[config.mk]
export PLATFORM = sky130hd
export DESIGN_NAME = rpbt_build_seq
export DESIGN_NICKNAME = d
export VERILOG_FILES = /design/src/design/rpbt_pkg.sv /design/src/design/rpbt_build_seq.sv
export SDC_FILE = /design/constraint.sdc
export NUM_CORES = 1
export LEC_CHECK = 0
export ABC_AREA = 1
export BUFFER_PORTS_ARGS = -buffer_cell sky130_fd_sc_hd__buf_2
export CORE_MARGIN = 1
export CORE_UTILIZATION = 25
export DETAILED_ROUTE_END_ITERATION = 8
export HOLD_SLACK_MARGIN = 0.05
export PLACE_DENSITY = 0.51
export SYNTH_ARGS = -nofsm -noshare
export SYNTH_HDL_FRONTEND = slang
export SYNTH_SLANG_ARGS = --single-unit
[constraint.sdc]
create_clock -name clk -period 7.5 [get_ports clk]
set_input_delay 1.125 -clock clk [delete_from_list [all_inputs] [get_ports clk]]
set_output_delay 1.125 -clock clk [all_outputs]
set_load 0.01 [all_outputs]
[src/design/rpbt_pkg.sv]
`timescale 1ns / 1ps
// ----------------------------------------------------------------------------
// Radix-4 partition boundary table: shared package
// Field widths, operation and status codes, control struct and the
// level-count and level-base helpers used by the sequencer and the top level.
// ----------------------------------------------------------------------------
package rpbt_pkg;

	localparam int MAX_LEVELS_DEF = 6;

	// request and response field widths
	localparam int SIZE_W    = 12;
	localparam int LEVEL_W   = 3;
	localparam int POS_W     = 11;
	localparam int BOUND_W   = 13;
	localparam int LCOUNT_W  = 3;
	localparam int LLEN_W    = 11;

	// left end of the whole range
	localparam logic signed [BOUND_W-1:0] BOUND_START = '1;

	typedef enum logic [0:0] {
		OP_BUILD = 1'b0,
		OP_READ  = 1'b1
	} op_t;

	typedef enum logic [1:0] {
		ST_OK        = 2'd0,
		ST_RANGE     = 2'd1,
		ST_NOT_BUILT = 2'd2
	} status_t;

	// build sequencer status towards the controller
	typedef struct packed {
		logic busy;
		logic done;
	} bld_stat_t;

	// k = floor(log4 n) + 1, saturated at max_lv; n = 0 gives 1
	function automatic logic [3:0] levels_for(input logic [SIZE_W-1:0] n,
			input logic [3:0] max_lv);
		logic [3:0] k;
		k = 4'd1;
		for (int t = 0; t < SIZE_W / 2; t++) begin
			if (n[2*t +: 2] != 2'b00) begin
				k = 4'(t + 1);
			end
		end
		if (k > max_lv) begin
			k = max_lv;
		end
		return k;
	endfunction

	// first store entry of level lv in a table of k levels:
	// ((4^(lv-1) - 1) / 3) * 4^(k-lv+1) + lv - 1
	function automatic logic [31:0] level_base(input logic [3:0] lv, input logic [3:0] k);
		logic [31:0] pat;
		logic [3:0]  sh;
		pat = '0;
		for (int t = 0; t < 8; t++) begin
			if (4'(t + 1) < lv) begin
				pat[2*t] = 1'b1;
			end
		end
		sh = k - lv + 4'd1;
		return (pat << {sh, 1'b0}) + 32'(lv) - 32'd1;
	endfunction

endpackage

[src/design/rpbt_build_seq.sv]
`timescale 1ns / 1ps
// ----------------------------------------------------------------------------
// Build sequencer
// Walks the table from the coarsest level down, reading each parent
// interval end from the level above and writing its four child boundaries,
// one store write per cycle. The next parent end is prefetched during the
// writes of the current interval.
// ----------------------------------------------------------------------------
module rpbt_build_seq #(
	parameter int MAX_LEVELS = 6,
	parameter int ADDR_W     = 11,
	parameter int LVL_W      = 3
) (
	input  logic                                 clk,
	input  logic                                 arst_n,
	input  logic                                 start,
	input  logic [rpbt_pkg::SIZE_W-1:0]          problem_size,
	output rpbt_pkg::bld_stat_t                  stat,
	output logic [LVL_W-1:0]                     levels,
	output logic                                 we,
	output logic [ADDR_W-1:0]                    waddr,
	output logic signed [rpbt_pkg::BOUND_W-1:0]  wdata,
	output logic                                 re,
	output logic [ADDR_W-1:0]                    raddr,
	input  logic signed [rpbt_pkg::BOUND_W-1:0]  rdata
);

	localparam int BW = rpbt_pkg::BOUND_W;

	typedef enum logic [2:0] {
		B_IDLE,
		B_TOP0,
		B_TOP1,
		B_LVL,
		B_PART
	} bstate_t;

	bstate_t                       state_q;
	logic [LVL_W-1:0]              k_q;
	logic [LVL_W-1:0]              lvl_q;
	logic [rpbt_pkg::SIZE_W-1:0]   size_q;
	logic [ADDR_W-1:0]             wptr_q;
	logic [ADDR_W-1:0]             rptr_q;
	logic [ADDR_W-1:0]             jcnt_q;
	logic [1:0]                    p_q;
	logic signed [BW-1:0]          cur_q;
	logic signed [BW-1:0]          hi_q;
	logic [BW-1:0]                 step_q;
	logic [1:0]                    rest_q;
	logic                          done_q;

	logic [ADDR_W-1:0]             top_base;
	logic [ADDR_W-1:0]             here_base;
	logic [ADDR_W-1:0]             up_base;
	logic [3:0]                    gap;
	logic                          last_int;
	logic signed [BW-1:0]          hi_c;
	logic [BW:0]                   diff;
	logic [BW-1:0]                 len_c;
	logic [BW-1:0]                 step_new;
	logic [1:0]                    rest_new;
	logic [BW-1:0]                 step_c;
	logic [1:0]                    rest_c;
	logic [BW:0]                   nb;
	logic signed [BW-1:0]          wv;
	logic                          finish;

	// level bases for the top level, the current level and its parent
	assign top_base  = ADDR_W'(rpbt_pkg::level_base(4'(k_q), 4'(k_q)));
	assign here_base = ADDR_W'(rpbt_pkg::level_base(4'(lvl_q), 4'(k_q)));
	assign up_base   = ADDR_W'(rpbt_pkg::level_base(4'(lvl_q) + 4'd1, 4'(k_q)));

	// parent intervals per level: 4^(k-lvl-1)
	assign gap      = 4'(k_q) - 4'(lvl_q) - 4'd1;
	assign last_int = (jcnt_q == ADDR_W'((32'd1 << {gap, 1'b0}) - 32'd1));

	// parent interval length, new interval takes the prefetched end
	assign hi_c  = (p_q == 2'd0) ? rdata : hi_q;
	assign diff  = {hi_c[BW-1], hi_c} - {cur_q[BW-1], cur_q};
	assign len_c = diff[BW] ? '0 : diff[BW-1:0];

	// step and remainder for ceil(len/4) parts, clamped to 1..4
	always_comb begin
		step_new = '0;
		rest_new = '0;
		priority if (len_c <= BW'(4)) begin
			step_new = len_c;
		end else if (len_c <= BW'(8)) begin
			step_new = len_c >> 1;
			rest_new = {1'b0, len_c[0]};
		end else if (len_c <= BW'(12)) begin
			// three parts: 9..11 give step 3, 12 gives step 4
			if (len_c == BW'(12)) begin
				step_new = BW'(4);
			end else begin
				step_new = BW'(3);
				rest_new = 2'(len_c - BW'(9));
			end
		end else begin
			step_new = len_c >> 2;
			rest_new = len_c[1:0];
		end
	end

	assign step_c = (p_q == 2'd0) ? step_new : step_q;
	assign rest_c = (p_q == 2'd0) ? rest_new : rest_q;

	// next child boundary, clipped at the parent end
	assign nb = {cur_q[BW-1], cur_q} + {1'b0, step_c} + (BW+1)'(rest_c != 2'd0);
	assign wv = ($signed(nb) < $signed({hi_c[BW-1], hi_c})) ? nb[BW-1:0] : hi_c;

	// last store write of the whole build
	assign finish = ((state_q == B_TOP1) && (k_q == LVL_W'(1)))
		|| ((state_q == B_PART) && (p_q == 2'd3) && last_int && (lvl_q == LVL_W'(1)));

	// store port drive
	always_comb begin
		we    = 1'b0;
		waddr = wptr_q;
		wdata = wv;
		re    = 1'b0;
		raddr = rptr_q;
		unique case (state_q)
			B_TOP0: begin
				we    = 1'b1;
				waddr = top_base;
				wdata = rpbt_pkg::BOUND_START;
			end
			B_TOP1: begin
				we    = 1'b1;
				wdata = {1'b0, size_q};
			end
			B_LVL: begin
				we    = 1'b1;
				waddr = here_base;
				wdata = rpbt_pkg::BOUND_START;
				re    = 1'b1;
				raddr = up_base + ADDR_W'(1);
			end
			B_PART: begin
				we = 1'b1;
				re = (p_q == 2'd0) && !last_int;
			end
			default: begin
			end
		endcase
	end

	// sequencer state
	always_ff @(posedge clk or negedge arst_n) begin
		if (!arst_n) begin
			state_q <= B_IDLE;
			k_q     <= LVL_W'(1);
			lvl_q   <= LVL_W'(1);
			size_q  <= '0;
			wptr_q  <= '0;
			rptr_q  <= '0;
			jcnt_q  <= '0;
			p_q     <= '0;
			cur_q   <= '0;
			hi_q    <= '0;
			step_q  <= '0;
			rest_q  <= '0;
			done_q  <= 1'b0;
		end else begin
			done_q <= finish;
			unique case (state_q)
				B_IDLE: begin
					if (start) begin
						size_q  <= problem_size;
						k_q     <= LVL_W'(rpbt_pkg::levels_for(problem_size,
							4'(MAX_LEVELS)));
						state_q <= B_TOP0;
					end
				end
				B_TOP0: begin
					wptr_q  <= top_base + ADDR_W'(1);
					state_q <= B_TOP1;
				end
				B_TOP1: begin
					if (k_q == LVL_W'(1)) begin
						state_q <= B_IDLE;
					end else begin
						lvl_q   <= k_q - LVL_W'(1);
						state_q <= B_LVL;
					end
				end
				B_LVL: begin
					wptr_q  <= here_base + ADDR_W'(1);
					rptr_q  <= up_base + ADDR_W'(2);
					cur_q   <= rpbt_pkg::BOUND_START;
					jcnt_q  <= '0;
					p_q     <= '0;
					state_q <= B_PART;
				end
				B_PART: begin
					wptr_q <= wptr_q + ADDR_W'(1);
					cur_q  <= wv;
					hi_q   <= hi_c;
					step_q <= step_c;
					rest_q <= rest_c - 2'(rest_c != 2'd0);
					p_q    <= p_q + 2'd1;
					if (p_q == 2'd0 && !last_int) begin
						rptr_q <= rptr_q + ADDR_W'(1);
					end
					if (p_q == 2'd3) begin
						if (last_int) begin
							if (lvl_q == LVL_W'(1)) begin
								state_q <= B_IDLE;
							end else begin
								lvl_q   <= lvl_q - LVL_W'(1);
								state_q <= B_LVL;
							end
						end else begin
							jcnt_q <= jcnt_q + ADDR_W'(1);
						end
					end
				end
				default: begin
					state_q <= B_IDLE;
				end
			endcase
		end
	end

	assign stat.busy = (state_q != B_IDLE);
	assign stat.done = done_q;
	assign levels    = k_q;

endmodule

==> impl_metrics.xml <==
<?xml version="1.0" encoding="UTF-8"?>
<metrics>
  <group name="timing">
    <metric name="period_minus_slack" unit="ns">7.971</metric>
    <metric name="max_freq" unit="MHz">125.5</metric>
    <metric name="hold_violations" unit="">0</metric>
    <metric name="worst-slew-pin-transition" unit="ns">0.9475</metric>
    <metric name="final-setup-viol-count" unit="">15</metric>
    <metric name="count_of_final_max_slew_check_failures" unit="">0</metric>
    <metric name="worst_slew_margin_rel" unit="%">36.60</metric>
    <metric name="rsz0062_at_grt" unit="">yes</metric>
    <metric name="fin_ws" unit="ns">-0.4708</metric>
    <metric name="clock_skews" unit="ns">0.01464</metric>
    <metric name="period_share" unit="%">106.3</metric>
  </group>
  <group name="floorplan">
    <metric name="rows" unit="">72</metric>
    <metric name="design.die.area" unit="mm2">0.04089</metric>
    <metric name="start_util" unit="%">25.63</metric>
    <metric name="die_h" unit="um">202.2</metric>
    <metric name="pin_count" unit="">70</metric>
    <metric name="die-width" unit="um">202.2</metric>
    <metric name="floorplan.core_area" unit="mm2">0.03910</metric>
  </group>
  <group name="logic_synthesis">
    <metric name="synthDistinctLibCells" unit="">52</metric>
    <metric name="synth_compound_area_share" unit="%">14.17</metric>
    <metric name="yosys.area_share.simple" unit="%">33.97</metric>
    <metric name="synth.mux.area_fraction" unit="%">0.1998</metric>
    <metric name="ys_ff_latch" unit="">98</metric>
    <metric name="synthAdderAreaFrac" unit="%">11.26</metric>
    <metric name="synth-async-reset-ratio" unit="%">100.0</metric>
    <metric name="post_synth_inst_count" unit="">1584</metric>
    <metric name="post_synth_instance_area" unit="mm2">0.01002</metric>
    <metric name="synth_fp_nets" unit="">1698</metric>
    <metric name="synthesis.area_per_instance" unit="um2">6.326</metric>
    <metric name="synthesis.yosys.warnings" unit="">0</metric>
    <metric name="dominant_combinational_cell_family_by_area_after_synthesis" unit="">simple AND/OR/NAND/NOR gates</metric>
    <metric name="synth.yosys.seq_area_share" unit="%">24.50</metric>
    <metric name="synth_ff_type" unit="">dfrtp_1</metric>
    <metric name="synth_xor_area_share" unit="%">4.195</metric>
    <metric name="synth_enable_flop_cells" unit="">0</metric>
  </group>
  <group name="setup_path">
    <metric name="setup.worst_path.class" unit="">in2out</metric>
    <metric name="endpoint_kind" unit="">primary output</metric>
    <metric name="worst-endpoint-required" unit="ns">6.38</metric>
    <metric name="timing.rr.end" unit="">cur_q[10]$_DFFE_PN0N_</metric>
    <metric name="reg2reg_from" unit="">p_q[0]$_DFFE_PN0N_</metric>
    <metric name="worst_setup_path_startpoint" unit="">rdata[12]</metric>
    <metric name="timing.critical_path.slowest_cell_delay" unit="ns">0.38</metric>
    <metric name="timing.reg2reg.worst_path_depth" unit="">60</metric>
    <metric name="worstSetupStartpointType" unit="">input port</metric>
    <metric name="worst_ep_arrival" unit="ns">6.85</metric>
    <metric name="setup.worst_path.end" unit="">wdata[10]</metric>
    <metric name="ff2ff_setup_slack" unit="ns">-0.40</metric>
    <metric name="crit_path_top_delay_cell" unit="">fa_2</metric>
    <metric name="worstPathMaxFanout" unit="">6</metric>
  </group>
  <group name="global_routing">
    <metric name="gr-usage-all-layers" unit="%">17.04</metric>
    <metric name="number_of_global_route_vias_before_repair" unit="">11010</metric>
    <metric name="overall_overflow_remaining_after_global_route" unit="">0</metric>
    <metric name="number_of_antenna_violations_at_the_first_check_in_global_routing" unit="">0</metric>
    <metric name="grt_pass1_wl" unit="um">56120</metric>
    <metric name="grt_max_degree" unit="">63</metric>
  </group>
  <group name="route">
    <metric name="routed_wl" unit="um">34760</metric>
    <metric name="drt-wirelength-per-cell" unit="um">14.66</metric>
    <metric name="drtAntennaViolNets" unit="">0</metric>
    <metric name="drt_drc_violations_left" unit="">0</metric>
    <metric name="drt-pass1-iter-count" unit="">5</metric>
    <metric name="drt_first_iter_violations" unit="">653</metric>
    <metric name="route.vias.total" unit="">11130</metric>
    <metric name="vias_per_cell" unit="">4.694</metric>
  </group>
  <group name="worst_hold_path">
    <metric name="hold_start" unit="">step_q[0]$_DFFE_PN0P_</metric>
    <metric name="worst_hold_path_type" unit="">reg2reg</metric>
    <metric name="worst_hold_path_cell_count" unit="">2</metric>
  </group>
  <group name="finish">
    <metric name="diodes" unit="">0</metric>
    <metric name="layout-area-overhead-vs-synth" unit="%">36.07</metric>
    <metric name="num-nets-final" unit="">1961</metric>
    <metric name="fraction_of_layout_instances_using_a_drive_strength_above_1" unit="%">27.38</metric>
    <metric name="finalCoreUtilization" unit="%">34.88</metric>
  </group>
  <group name="clock_tree">
    <metric name="clock_tree_from_tritoncts" unit="">yes</metric>
    <metric name="cts.sinks" unit="">98</metric>
    <metric name="tritoncts_buffers" unit="">9</metric>
    <metric name="holdBufCountCts" unit="">0</metric>
    <metric name="clk_transition_reported_paths" unit="ns">0.07</metric>
    <metric name="cts-root-buf" unit="">clkbuf_16</metric>
    <metric name="worst_skew_pair.late_latency" unit="ns">0.39</metric>
    <metric name="cts.path.max_buffers" unit="">2</metric>
    <metric name="ctsHtreeMaxLevel" unit="">3</metric>
  </group>
  <group name="place">
    <metric name="finalWeightedCongestion" unit="">0.8958</metric>
    <metric name="dp_hpwl" unit="um">24940</metric>
    <metric name="port_buffers" unit="">69</metric>
  </group>
  <group name="run_status">
    <metric name="outcome" unit="">finished, violations left</metric>
    <metric name="failing_checks" unit="">setup timing</metric>
  </group>
  <group name="flow_run">
    <metric name="max-cap-violations" unit="">0</metric>
  </group>
</metrics>
## through the flow
stage | TNS, ns | hold slack, ns | cells | setup WS [ns] | instance area, um2
after detailed placement | -8.878 | 0.4619 | 2256 | -0.7742 | 11820
after global placement | -7.478 | 0.4574 | 2256 | -0.6675 | 11820
after CTS | -4.216 | 0.4784 | 2366 | -0.3147 | 13200
after floorplan | 0 | 0.4410 | 1584 | 0.01191 | 10040
after global routing | -13.12 | 0.5041 | 2370 | -0.9111 | 13640
final | -6.235 | 0.4778 | 2370 | -0.4708 | 13640
## area by class of cell
| cell class | instances | area, um2 |
|---|---|---|
| multi-input combinational | 1190 | 7102 |
| tap | 518 | 648.1 |
| sequential | 98 | 2455 |
| clock buffer | 9 | 225.2 |
| clock inverter | 7 | 83.83 |
| inverter | 252 | 953.4 |
| timing repair buffer | 296 | 2168 |
| fill | 4212 | 25460 |
## synth_stat cells (all sizes together) (4+ instances only)
cell	count	area (um2)
buf	20	128.9
o22ai	22	137.6
nand2	499	1901
nor2	130	546.8
nand3	122	645.6
ha	79	988.5
clkbuf	26	97.59
o221ai	6	58.80
nand4	24	150.1
o21ai	111	570.5
nor3	11	60.06
or2	5	31.28
inv	251	942.2
o21bai	4	30.03
a31oi	4	25.02
a21oi	76	384.1
fa	7	140.1
dfrtp	96	2402
xnor2	10	87.58
xor2	38	332.8
o211ai	12	90.09
nand3b	4	30.03
## repair_timing
action / 4_1_cts / 5_1_grt
endpoints found under the hold margin: 0 / 0
pin swaps: 47 / 65
endpoints found under the setup margin: 13 / 17
gates cloned: 4 / 1
setup buffers: 90 / 11
gates resized for setup: 109 / 91
## worst min path at each step
stage	to	slack [ns]
detailed placement	step_q[0]$_DFFE_PN0P_	0.46
global route	step_q[2]$_DFFE_PN0P_	0.50
finish	step_q[0]$_DFFE_PN0P_	0.48
CTS	step_q[0]$_DFFE_PN0P_	0.48
floorplan	step_q[1]$_DFFE_PN0P_	0.44
global placement	size_q[5]$_DFFE_PN0P_	0.46
## worst max-delay path: cells and delay by family
kind | cells | cell delay, ns
xor gates and xnor gates | 1 | 0.16
and+or+nand+nor | 25 | 2.28
buffers and inverters | 8 | 1.20
AOI/OAI and AO/OA | 7 | 1.08
adders and majority gates | 3 | 0.98
## cell usage in the layout, fill, tap and decap left out, types with 12 or more instances in the layout
cell / instances
a21oi_1: 65
buf_2: 63
buf_4: 216
buf_6: 13
dfrtp_1: 96
ha_1: 67
inv_1: 234
inv_2: 15
nand2_1: 434
nand2_2: 56
nand3_1: 99
nand3_2: 19
nand4_1: 24
nor2_1: 109
nor2_2: 15
o211ai_1: 12
o21ai_0: 80
o21ai_2: 19
o22ai_1: 20
xor2_1: 34
## kinds of logic (layout without fill, tap and decap cells)
| group | after synthesis | in the layout |
|---|---|---|
| mux | 2 | 2 |
| flops | 98 | 98 |
| compound gates | 251 | 251 |
| xor+xnor | 48 | 48 |
| simple gates | 801 | 803 |
| fa+ha+maj | 86 | 86 |
| buf+inv | 298 | 564 |
## routing by layer
layer | GRT usage (%) | wire length (um)
met1 | 21.98 | 15990
met2 | 29.27 | 16740
met3 | 1.709 | 1111
met4 | 6.337 | 916
met5 | 0 | 0
## flip-flops by register name, summed over array words and instances, names as in the netlist
register and flops:
cur_q 13, step_q 13, wptr_q 11, levels 3, lvl_q 3, jcnt_q 11, state_q 3, hi_q 13
rest_q 2, p_q 2, done_q 1, rptr_q 11, size_q 12
Power is left out: the tool's default activity adds up to more than one toggle a clock period on the data nets, which glitch-free logic cannot reach.
